$ cat src/rtl/core/rss_pkg.sv
// Package with the queue status type shared by the statistics modules.
`timescale 1ns / 1ps
package rss_pkg;

    typedef struct packed {
        logic full;
        logic empty;
    } t_q_stat;

endpackage

$ cat src/rtl/core/rss_queue.sv
// Two-entry queue that carries accumulator snapshots from the front to the back.
`timescale 1ns / 1ps
module rss_queue #(
    parameter int WIDTH = 8
) (
    input  logic               i_clk,
    input  logic               i_rst_n,
    input  logic               i_push,
    input  logic [WIDTH-1:0]   i_data,
    input  logic               i_pop,
    output logic [WIDTH-1:0]   o_data,
    output rss_pkg::t_q_stat   o_stat
);
    import rss_pkg::*;

    logic [WIDTH-1:0] r_mem [2];
    logic             r_wp;
    logic             r_rp;
    logic [1:0]       r_cnt;

    always_ff @(posedge i_clk) begin
        if (!i_rst_n) begin
            r_wp  <= 1'b0;
            r_rp  <= 1'b0;
            r_cnt <= 2'd0;
        end else begin
            if (i_push) begin
                r_mem[r_wp] <= i_data;
                r_wp        <= ~r_wp;
            end
            if (i_pop) begin
                r_rp <= ~r_rp;
            end
            r_cnt <= r_cnt + {1'b0, i_push} - {1'b0, i_pop};
        end
    end

    assign o_data       = r_mem[r_rp];
    assign o_stat.full  = (r_cnt == 2'd2);
    assign o_stat.empty = (r_cnt == 2'd0);
endmodule

$ cat src/rtl/core/rss_front.sv
// Front: updates count, sum, sum of squares, min and max per sample until saturated.
`timescale 1ns / 1ps
module rss_front #(
    parameter int SB = 16,
    parameter int CB = 24
) (
    input  logic                          i_clk,
    input  logic                          i_rst_n,
    input  logic                          i_valid,
    output logic                          o_ready,
    input  logic signed [SB-1:0]          i_sample,
    input  rss_pkg::t_q_stat              i_q_stat,
    output logic                          o_push,
    output logic [3*CB+5*SB-2:0]          o_snap
);
    import rss_pkg::*;

    localparam int SUMW = SB + CB;
    localparam int SQW  = 2 * SB - 2 + CB;

    logic [CB-1:0]          r_count;
    logic signed [SUMW-1:0] r_sum;
    logic [SQW-1:0]         r_sq;
    logic signed [SB-1:0]   r_min;
    logic signed [SB-1:0]   r_max;

    logic [CB-1:0]          n_count;
    logic signed [SUMW-1:0] n_sum;
    logic [SQW-1:0]         n_sq;
    logic signed [SB-1:0]   n_min;
    logic signed [SB-1:0]   n_max;
    logic                   w_sat;
    logic signed [2*SB-1:0] w_square;

    assign o_ready  = !i_q_stat.full;
    assign o_push   = i_valid && o_ready;
    assign w_sat    = &r_count;
    assign w_square = i_sample * i_sample;

    always_comb begin
        n_count = r_count;
        n_sum   = r_sum;
        n_sq    = r_sq;
        n_min   = r_min;
        n_max   = r_max;
        if (!w_sat) begin
            n_count = r_count + CB'(1);
            n_sum   = r_sum + SUMW'(i_sample);
            n_sq    = r_sq + SQW'($unsigned(w_square));
            if (r_count == '0) begin
                n_min = i_sample;
                n_max = i_sample;
            end else begin
                if (i_sample < r_min) n_min = i_sample;
                if (i_sample > r_max) n_max = i_sample;
            end
        end
    end

    always_ff @(posedge i_clk) begin
        if (!i_rst_n) begin
            r_count <= '0;
            r_sum   <= '0;
            r_sq    <= '0;
            r_min   <= '0;
            r_max   <= '0;
        end else if (o_push) begin
            r_count <= n_count;
            r_sum   <= n_sum;
            r_sq    <= n_sq;
            r_min   <= n_min;
            r_max   <= n_max;
        end
    end

    assign o_snap = {w_sat, n_count, n_min, n_max, n_sum, n_sq};
endmodule

$ cat src/rtl/core/rss_back.sv
// Back part: sequencer with a serial multiplier, divider and square root for the derived values.
`timescale 1ns / 1ps
module rss_back #(
    parameter int SB = 16,
    parameter int CB = 24,
    parameter int F  = 8
) (
    input  logic                            i_clk,
    input  logic                            i_rst_n,
    input  rss_pkg::t_q_stat                i_q_stat,
    input  logic [3*CB+5*SB-2:0]            i_snap,
    output logic                            o_pop,
    output logic                            o_valid,
    input  logic                            i_ready,
    output logic [CB-1:0]                   o_count,
    output logic signed [SB-1:0]            o_minimum,
    output logic signed [SB-1:0]            o_maximum,
    output logic signed [SB+CB-1:0]         o_total,
    output logic [2*SB-2+CB-1:0]            o_total_squares,
    output logic signed [SB+F-1:0]          o_average,
    output logic [2*SB-1+F-1:0]             o_variance_population,
    output logic [2*SB+F-1:0]               o_variance_sample,
    output logic [SB+F-1:0]                 o_deviation_population,
    output logic [SB+F:0]                   o_deviation_sample,
    output logic                            o_saturated
);
    import rss_pkg::*;

    localparam int SUMW = SB + CB;
    localparam int SQW  = 2 * SB - 2 + CB;
    localparam int MULW = SQW + CB;
    localparam int DIVW = MULW + 2 * F;
    localparam int DENW = 2 * CB;
    localparam int K    = SB + F + 1;
    localparam int AVGW = SB + F;
    localparam int VPW  = 2 * SB - 1 + F;
    localparam int VSW  = 2 * SB + F;
    localparam int STW  = $clog2(DIVW + 1);

    localparam logic [3:0] ST_IDLE = 4'd0;
    localparam logic [3:0] ST_MNQ  = 4'd1;
    localparam logic [3:0] ST_MSS  = 4'd2;
    localparam logic [3:0] ST_MNN  = 4'd3;
    localparam logic [3:0] ST_DAVG = 4'd4;
    localparam logic [3:0] ST_DVP  = 4'd5;
    localparam logic [3:0] ST_SQP  = 4'd6;
    localparam logic [3:0] ST_DVS  = 4'd7;
    localparam logic [3:0] ST_SQS  = 4'd8;
    localparam logic [3:0] ST_DONE = 4'd9;

    logic [3:0]             r_state;
    logic [STW-1:0]         r_step;
    logic                   r_ovalid;

    logic                   r_sat;
    logic [CB-1:0]          r_n;
    logic signed [SB-1:0]   r_min;
    logic signed [SB-1:0]   r_max;
    logic signed [SUMW-1:0] r_sum;
    logic [SQW-1:0]         r_sq;
    logic [SUMW-1:0]        r_mag;

    logic [MULW-1:0]        r_ma;
    logic [SUMW-1:0]        r_mb;
    logic [MULW-1:0]        r_acc;
    logic [MULW-1:0]        r_nq;
    logic [MULW-1:0]        r_num;
    logic [DENW-1:0]        r_nn;

    logic [DIVW-1:0]        r_dd;
    logic [DENW-1:0]        r_den;
    logic [DENW-1:0]        r_rem;
    logic [DIVW-1:0]        r_q;
    logic [DIVW-1:0]        r_avg;
    logic [DIVW-1:0]        r_qp;
    logic [DIVW-1:0]        r_qs;

    logic [2*K-1:0]         r_sx;
    logic [K-1:0]           r_root;
    logic [K+1:0]           r_srem;
    logic [K-1:0]           r_dp;
    logic [K-1:0]           r_ds;

    logic [CB-1:0]          o_count_r;
    logic signed [SB-1:0]   o_min_r;
    logic signed [SB-1:0]   o_max_r;
    logic signed [SUMW-1:0] o_sum_r;
    logic [SQW-1:0]         o_sq_r;
    logic [AVGW-1:0]        o_avg_r;
    logic [VPW-1:0]         o_vp_r;
    logic [VSW-1:0]         o_vs_r;
    logic [AVGW-1:0]        o_dp_r;
    logic [K-1:0]           o_ds_r;
    logic                   o_sat_r;

    logic                   w_sat;
    logic [CB-1:0]          w_n;
    logic signed [SB-1:0]   w_min;
    logic signed [SB-1:0]   w_max;
    logic signed [SUMW-1:0] w_sum;
    logic [SQW-1:0]         w_sq;
    logic [MULW-1:0]        w_acc;
    logic [DENW:0]          w_rsh;
    logic                   w_ge;
    logic [DENW-1:0]        w_rem;
    logic [DIVW-1:0]        w_q;
    logic [K+1:0]           w_t;
    logic [K+1:0]           w_trial;
    logic                   w_sge;
    logic [K+1:0]           w_srem;
    logic [K-1:0]           w_root;
    logic                   w_last;
    logic [AVGW-1:0]        w_avg;

    assign {w_sat, w_n, w_min, w_max, w_sum, w_sq} = i_snap;
    assign o_pop  = (r_state == ST_IDLE) && !i_q_stat.empty;
    assign w_last = (r_step == '0);

    assign w_acc   = r_mb[0] ? r_acc + r_ma : r_acc;
    assign w_rsh   = {r_rem, r_dd[DIVW-1]};
    assign w_ge    = w_rsh >= {1'b0, r_den};
    assign w_rem   = w_ge ? DENW'(w_rsh - {1'b0, r_den}) : w_rsh[DENW-1:0];
    assign w_q     = {r_q[DIVW-2:0], w_ge};
    assign w_t     = {r_srem[K-1:0], r_sx[2*K-1 -: 2]};
    assign w_trial = {r_root, 2'b01};
    assign w_sge   = w_t >= w_trial;
    assign w_srem  = w_sge ? w_t - w_trial : w_t;
    assign w_root  = {r_root[K-2:0], w_sge};
    assign w_avg   = r_sum[SUMW-1] ? AVGW'(-r_avg[AVGW-1:0]) : r_avg[AVGW-1:0];

    always_ff @(posedge i_clk) begin
        if (!i_rst_n) begin
            r_state  <= ST_IDLE;
            r_ovalid <= 1'b0;
        end else begin
            if (r_ovalid && i_ready && (r_state != ST_DONE)) begin
                r_ovalid <= 1'b0;
            end
            case (r_state)
                ST_IDLE: begin
                    if (o_pop) begin
                        r_sat   <= w_sat;
                        r_n     <= w_n;
                        r_min   <= w_min;
                        r_max   <= w_max;
                        r_sum   <= w_sum;
                        r_sq    <= w_sq;
                        r_mag   <= w_sum[SUMW-1] ? SUMW'(-w_sum) : w_sum;
                        r_ma    <= MULW'(w_sq);
                        r_mb    <= SUMW'(w_n);
                        r_acc   <= '0;
                        r_step  <= STW'(SUMW - 1);
                        r_state <= ST_MNQ;
                    end
                end
                ST_MNQ, ST_MSS, ST_MNN: begin
                    if (w_last) begin
                        r_acc <= '0;
                        if (r_state == ST_MNQ) begin
                            r_nq    <= w_acc;
                            r_ma    <= MULW'(r_mag);
                            r_mb    <= r_mag;
                            r_step  <= STW'(SUMW - 1);
                            r_state <= ST_MSS;
                        end else if (r_state == ST_MSS) begin
                            r_num   <= r_nq - w_acc;
                            r_ma    <= MULW'(r_n);
                            r_mb    <= SUMW'(r_n);
                            r_step  <= STW'(SUMW - 1);
                            r_state <= ST_MNN;
                        end else begin
                            r_nn    <= w_acc[DENW-1:0];
                            r_dd    <= DIVW'(r_mag) << F;
                            r_den   <= DENW'(r_n);
                            r_rem   <= '0;
                            r_q     <= '0;
                            r_step  <= STW'(DIVW - 1);
                            r_state <= ST_DAVG;
                        end
                    end else begin
                        r_acc  <= w_acc;
                        r_ma   <= {r_ma[MULW-2:0], 1'b0};
                        r_mb   <= r_mb >> 1;
                        r_step <= r_step - STW'(1);
                    end
                end
                ST_DAVG, ST_DVP, ST_DVS: begin
                    if (w_last) begin
                        if (r_state == ST_DAVG) begin
                            r_avg   <= w_q;
                            r_dd    <= DIVW'(r_num) << (2 * F);
                            r_den   <= r_nn;
                            r_rem   <= '0;
                            r_q     <= '0;
                            r_step  <= STW'(DIVW - 1);
                            r_state <= ST_DVP;
                        end else begin
                            if (r_state == ST_DVP) begin
                                r_qp    <= w_q;
                                r_state <= ST_SQP;
                            end else begin
                                r_qs    <= w_q;
                                r_state <= ST_SQS;
                            end
                            r_sx   <= w_q[2*K-1:0];
                            r_root <= '0;
                            r_srem <= '0;
                            r_step <= STW'(K - 1);
                        end
                    end else begin
                        r_dd   <= {r_dd[DIVW-2:0], 1'b0};
                        r_rem  <= w_rem;
                        r_q    <= w_q;
                        r_step <= r_step - STW'(1);
                    end
                end
                ST_SQP, ST_SQS: begin
                    if (w_last) begin
                        if (r_state == ST_SQS) begin
                            r_ds    <= w_root;
                            r_state <= ST_DONE;
                        end else begin
                            r_dp <= w_root;
                            if (r_n > CB'(1)) begin
                                r_dd    <= DIVW'(r_num) << (2 * F);
                                r_den   <= r_nn - DENW'(r_n);
                                r_rem   <= '0;
                                r_q     <= '0;
                                r_step  <= STW'(DIVW - 1);
                                r_state <= ST_DVS;
                            end else begin
                                r_qs    <= '0;
                                r_ds    <= '0;
                                r_state <= ST_DONE;
                            end
                        end
                    end else begin
                        r_sx   <= {r_sx[2*K-3:0], 2'b00};
                        r_root <= w_root;
                        r_srem <= w_srem;
                        r_step <= r_step - STW'(1);
                    end
                end
                ST_DONE: begin
                    if (!r_ovalid || i_ready) begin
                        r_ovalid  <= 1'b1;
                        o_count_r <= r_n;
                        o_min_r   <= r_min;
                        o_max_r   <= r_max;
                        o_sum_r   <= r_sum;
                        o_sq_r    <= r_sq;
                        o_avg_r   <= w_avg;
                        o_vp_r    <= r_qp[F +: VPW];
                        o_vs_r    <= r_qs[F +: VSW];
                        o_dp_r    <= r_dp[AVGW-1:0];
                        o_ds_r    <= r_ds;
                        o_sat_r   <= r_sat;
                        r_state   <= ST_IDLE;
                    end
                end
                default: begin
                    r_state <= ST_IDLE;
                end
            endcase
        end
    end

    assign o_valid                = r_ovalid;
    assign o_count                = o_count_r;
    assign o_minimum              = o_min_r;
    assign o_maximum              = o_max_r;
    assign o_total                = o_sum_r;
    assign o_total_squares        = o_sq_r;
    assign o_average              = o_avg_r;
    assign o_variance_population  = o_vp_r;
    assign o_variance_sample      = o_vs_r;
    assign o_deviation_population = o_dp_r;
    assign o_deviation_sample     = o_ds_r;
    assign o_saturated            = o_sat_r;
endmodule

$ cat src/rtl/core/running_sample_statistics_top.sv
// Top level of the running sample statistics block.
//
//   Channel   Direction  Handshake           Payload
//   sample    in         i_valid / o_ready   i_sample
//   result    out        o_valid / i_ready   o_count .. o_saturated
//
// The front updates the accumulators in the cycle an item is accepted.
// The back computes the derived values of each item with its one serial
// multiplier, divider and square root, and takes no new item until done.
// A sample whose count is one skips the second division and square root.
// A two-entry queue lets the front take items while the back is busy.
// Reset is synchronous and active low and clears the accumulators.
`timescale 1ns / 1ps
module running_sample_statistics_top #(
    parameter int SAMPLE_BITS = 16,
    parameter int COUNT_BITS  = 24,
    parameter int FRAC_BITS   = 8
) (
    input  logic                                        i_clk,
    input  logic                                        i_rst_n,
    input  logic                                        i_valid,
    output logic                                        o_ready,
    input  logic signed [SAMPLE_BITS-1:0]               i_sample,
    output logic                                        o_valid,
    input  logic                                        i_ready,
    output logic [COUNT_BITS-1:0]                       o_count,
    output logic signed [SAMPLE_BITS-1:0]               o_minimum,
    output logic signed [SAMPLE_BITS-1:0]               o_maximum,
    output logic signed [SAMPLE_BITS+COUNT_BITS-1:0]    o_total,
    output logic [2*SAMPLE_BITS-2+COUNT_BITS-1:0]       o_total_squares,
    output logic signed [SAMPLE_BITS+FRAC_BITS-1:0]     o_average,
    output logic [2*SAMPLE_BITS-1+FRAC_BITS-1:0]        o_variance_population,
    output logic [2*SAMPLE_BITS+FRAC_BITS-1:0]          o_variance_sample,
    output logic [SAMPLE_BITS+FRAC_BITS-1:0]            o_deviation_population,
    output logic [SAMPLE_BITS+FRAC_BITS:0]              o_deviation_sample,
    output logic                                        o_saturated
);
    import rss_pkg::*;

    localparam int SNAPW = 3 * COUNT_BITS + 5 * SAMPLE_BITS - 1;

    t_q_stat          w_q_stat;
    logic             w_push;
    logic             w_pop;
    logic [SNAPW-1:0] w_snap_in;
    logic [SNAPW-1:0] w_snap_out;

    rss_front #(
        .SB (SAMPLE_BITS),
        .CB (COUNT_BITS)
    ) u_front (
        .i_clk    (i_clk),
        .i_rst_n  (i_rst_n),
        .i_valid  (i_valid),
        .o_ready  (o_ready),
        .i_sample (i_sample),
        .i_q_stat (w_q_stat),
        .o_push   (w_push),
        .o_snap   (w_snap_in)
    );

    rss_queue #(
        .WIDTH (SNAPW)
    ) u_queue (
        .i_clk   (i_clk),
        .i_rst_n (i_rst_n),
        .i_push  (w_push),
        .i_data  (w_snap_in),
        .i_pop   (w_pop),
        .o_data  (w_snap_out),
        .o_stat  (w_q_stat)
    );

    rss_back #(
        .SB (SAMPLE_BITS),
        .CB (COUNT_BITS),
        .F  (FRAC_BITS)
    ) u_back (
        .i_clk                  (i_clk),
        .i_rst_n                (i_rst_n),
        .i_q_stat               (w_q_stat),
        .i_snap                 (w_snap_out),
        .o_pop                  (w_pop),
        .o_valid                (o_valid),
        .i_ready                (i_ready),
        .o_count                (o_count),
        .o_minimum              (o_minimum),
        .o_maximum              (o_maximum),
        .o_total                (o_total),
        .o_total_squares        (o_total_squares),
        .o_average              (o_average),
        .o_variance_population  (o_variance_population),
        .o_variance_sample      (o_variance_sample),
        .o_deviation_population (o_deviation_population),
        .o_deviation_sample     (o_deviation_sample),
        .o_saturated            (o_saturated)
    );
endmodule

$ cat config.mk
export PLATFORM = sky130hd
export DESIGN_NAME = running_sample_statistics_top
export DESIGN_NICKNAME = d
export VERILOG_FILES = /design/src/rtl/core/rss_pkg.sv /design/src/rtl/core/rss_queue.sv /design/src/rtl/core/rss_front.sv /design/src/rtl/core/rss_back.sv /design/src/rtl/core/running_sample_statistics_top.sv
export SDC_FILE = /design/constraint.sdc
export NUM_CORES = 2
export LEC_CHECK = 0
export BUFFER_PORTS_ARGS = -buffer_cell sky130_fd_sc_hd__buf_2
export CORE_AREA = 8 8 503 505
export CTS_BUF_LIST = sky130_fd_sc_hd__clkbuf_4
export DETAILED_ROUTE_END_ITERATION = 16
export DIE_AREA = 0 0 511 513
export HOLD_SLACK_MARGIN = 0.15
export PLACE_DENSITY = 0.54
export SLEW_MARGIN = 10
export SYNTH_ARGS = -nofsm -noshare
export SYNTH_HDL_FRONTEND = slang
export SYNTH_SLANG_ARGS = --single-unit
$ cat constraint.sdc
create_clock -name i_clk -period 22 [get_ports i_clk]
set_input_delay 3.3 -clock i_clk [delete_from_list [all_inputs] [get_ports i_clk]]
set_output_delay 3.3 -clock i_clk [all_outputs]
set_load 0.05 [all_outputs]
==> results by group <==
STA
  – Hold_ws: 0.369 ns
  – FMAX: 85.5 MHz
  – Setup TNS: 0 ns
  – Max-slew violations: 0
  – Relative slew margins: around 17%
  – Fin crit period: between 10 and 15 ns
  – Clk_skew: 0.138 ns
  – Period Utilization, post-route: between 50 and 60%
  – Final setup violation count: 0
  – Final Hold Viols: 0
  – Worst Tran Pin Value: roughly 1.2 ns
  – RSZ-0062 raised after global routing: false

GRT
  – Initial antenna violation count: 22
  – Congestion Overflow GR: 0
  – Vias in the first global route: slightly below 70000
  – First-pass GRT wire length: 411 mm
  – Global Route Usage Sum: 19.9%
  – Largest net degree at the start of global routing: 129

Clock tree
  – CTS buffer count: 536
  – Clk root buf: clkbuf_4
  – Clock Path Buffers: 4
  – Clock latency on the worst-skew pair: 1.40 ns
  – Resized cells post-CTS: 0
  – Hold-fix buffers, CTS: 0
  – H-tree depth: 6
  – Post-CTS Setup Repair Bufs: 0
  – CTS tree: yes
  – CTS clock-pin slew for the worst setup and hold paths: 0.07 ns
  – Clock Sinks: between 1500 and 2000

Worst setup path
  – FF-to-FF path depth: 25
  – Critical Path End Type: register
  – R2R setup slack: 14.24 ns
  – Crit path largest cell delay: about 0.77 ns
  – Worst path required time: 23.26 ns
  – CP Max Fanout: 50
  – Reg2reg end: u_back.r_num[77]
  – CP Depth: 32
  – Critical path startpoint category: input pin
  – Crit path capture: u_front.r_sq[50]
  – CP arrival: 12.96 ns
  – Crit path buf inv count: 8
  – Delay-heaviest family, CP: adder cells
  – CP Launch Point: i_sample[15]
  – Kind of critical path: input pin to register
  – Slowest-stage cell, CP: fa_1
  – R2r startpoint: u_back.r_ma[6]

Logic synthesis
  – Cells after synthesis: 8387
  – Top FF cell, synth: edfxtp_1
  – Synth Cell Area: 97600 um2
  – Net Count, Synth: ~9000
  – #FFs+latches synth: 1845
  – Yosys warning count: 0
  – Sequential share of the synthesized area: 55.1%
  – Most frequent cells after synthesis: edfxtp_1 (1685), nand2_1 (766), inv_1 (707)
  – Mapped Avg Cell Area: 11.6 um2
  – Share of the synthesized area in the top cell type: 51.8%
  – Async set-reset flop share out of synthesis: 0%
  – Synth area leader: edfxtp_1
  – Area contributors post-synth: edfxtp_1 (52%), ha_1 (5.8%), fa_1 (5.0%)
  – Post-synth EDFFs: 1685
  – Synth unique cells: 85
  – Most frequent cell after synthesis: edfxtp_1

Floorplanning
  – Die X: 511 um
  – # IOs: between 300 and 400
  – Die span in y: 513 um
  – Die ar.: 262000 um2
  – Floorplan Core Area: ~240000 um2
  – Initial Util: between 30% and 40%
  – Std cell rows: 182

Final layout
  – Area growth from synthesis to layout: 12.3%
  – Final Non-Filler Cells: 12600
  – Nets@finish: 9676
  – Fin area: roughly 110000 um2
  – Layout cells sized above 1: 15.8%

Placement
  – Port Buffers: 324
  – Placed insts: 11600
  – Gpl congestion: 0.878
  – Post-DP HPWL: 192 mm
  – DP Area: 103000 um2

Worst hold path
  – HP Class: register to register
  – Hold_sp: u_back.r_sum[20]

Job
  – Max_cap viols: 0

Route
  – WL final: 270 mm
  – DRC viols: 0
  – Vias: 67200
  – Vias per cell: 5.35
  – Routed WL per cell: 21.5 um
  – Drt initial violations: ~5200
  – Pre-Repair DR Iteration Count: 7
  – Final ANT Viol Nets: 0

Run status
  – Status: completed
==> layout by cell type (no fill, tap or decap), types with 103 or more instances in the layout <==
cell type,instances
a21o_1,244
nor2_1,582
nor3_1,103
mux2i_1,154
xor2_1,156
clkbuf_4,761
buf_2,323
dfxtp_1,159
a21oi_1,476
o21ai_0,362
and3_1,152
fa_1,242
xnor2_1,310
nand2_1,763
nand3_1,157
ha_1,451
mux2_2,148
inv_1,707
and2_1,103
edfxtp_1,1685
==> area by class of cell <==
class	count	area, um2
antenna	10	25.0
fill	23000	135000
timing repair buffer	412	2320
tap	3220	4030
clock buffer	761	5710
sequential	1845	53800
clock inverter	152	1040
inverter	711	2670
multi-input combinational	5457	40000
==> metal layers <==
layer	vias up	global-route usage, %	share of wire (%)
li1	31800	-	-
met1	33000	26.4	44
met2	1997	32.5	46
met3	476	4.20	5.9
met4	6	7.17	3.4
met5	-	0	0.015
==> stage by stage <==
stage	util (%)	setup slack (ns)
floorplan	-	4.60
global placement	42.0	9.11
detailed placement	42.0	9.05
CTS	44.7	10.53
global route	44.8	9.91
finish	44.8	10.30
==> worst register-to-register path: stages (launching register included) <==
cell and delay, ns:
edfxtp_1 0.47, ha_1 0.38, a21o_1 0.20, a2111oi_0 0.48, a21oi_1 0.20, a41oi_1 0.55
a211oi_2 0.27, a311o_1 0.47, a31oi_1 0.34, o21a_1 0.23, o21ai_0 0.11, xor2_1 0.22
nand2_1 0.13, and2_1 0.24, ha_1 0.39, a21o_1 0.22, a31o_2 0.23, o21bai_1 0.17
or2_2 0.30, a22o_1 0.26, o2111ai_1 0.33, a21oi_1 0.14, o32ai_1 0.55, o21ai_0 0.16
o21ai_0 0.12, xnor3_1 0.29
==> flip-flops by register name (all words and copies together) (netlist names), 48 cells and up, named ones only <==
name	count
u_back.o_total_squares	54
u_back.r_acc	78
u_back.r_dd	86
u_back.r_den	48
u_back.r_ma	78
u_back.r_nn	48
u_back.r_nq	78
u_back.r_num	78
u_back.r_q	49
u_back.r_rem	48
u_back.r_sq	54
u_back.r_sx	50
u_front.r_sq	54
u_queue.r_mem	302
==> cell families after synthesis <==
group | after synthesis | synth area share (%)
AO/OA/AOI/OAI | 1746 | 11.8
XOR/XNOR | 467 | 4.21
adder cells (fa/ha/maj) | 693 | 10.7
buffers and inverters | 1085 | 4.18
flip-flops | 1845 | 55.1
multiplexers | 303 | 3.30
AND/OR/NAND/NOR | 2248 | 10.7
==> how the worst min path moves through the flow <==
stage | slack, ns | depth (start not counted) | endpoint
after global placement | 0.40 | 0 | u_back.o_variance_sample[34]
final | 0.37 | 0 | u_back.o_total[20]
after detailed placement | 0.40 | 0 | u_back.o_deviation_sample[20]
after global routing | 0.36 | 0 | u_back.o_maximum[6]
after floorplan | 0.40 | 0 | u_back.o_deviation_population[0]
after CTS | 0.35 | 0 | u_back.o_maximum[6]
Power is left out: the tool's default activity adds up to more than one toggle a clock period on the data nets, which glitch-free logic cannot reach.
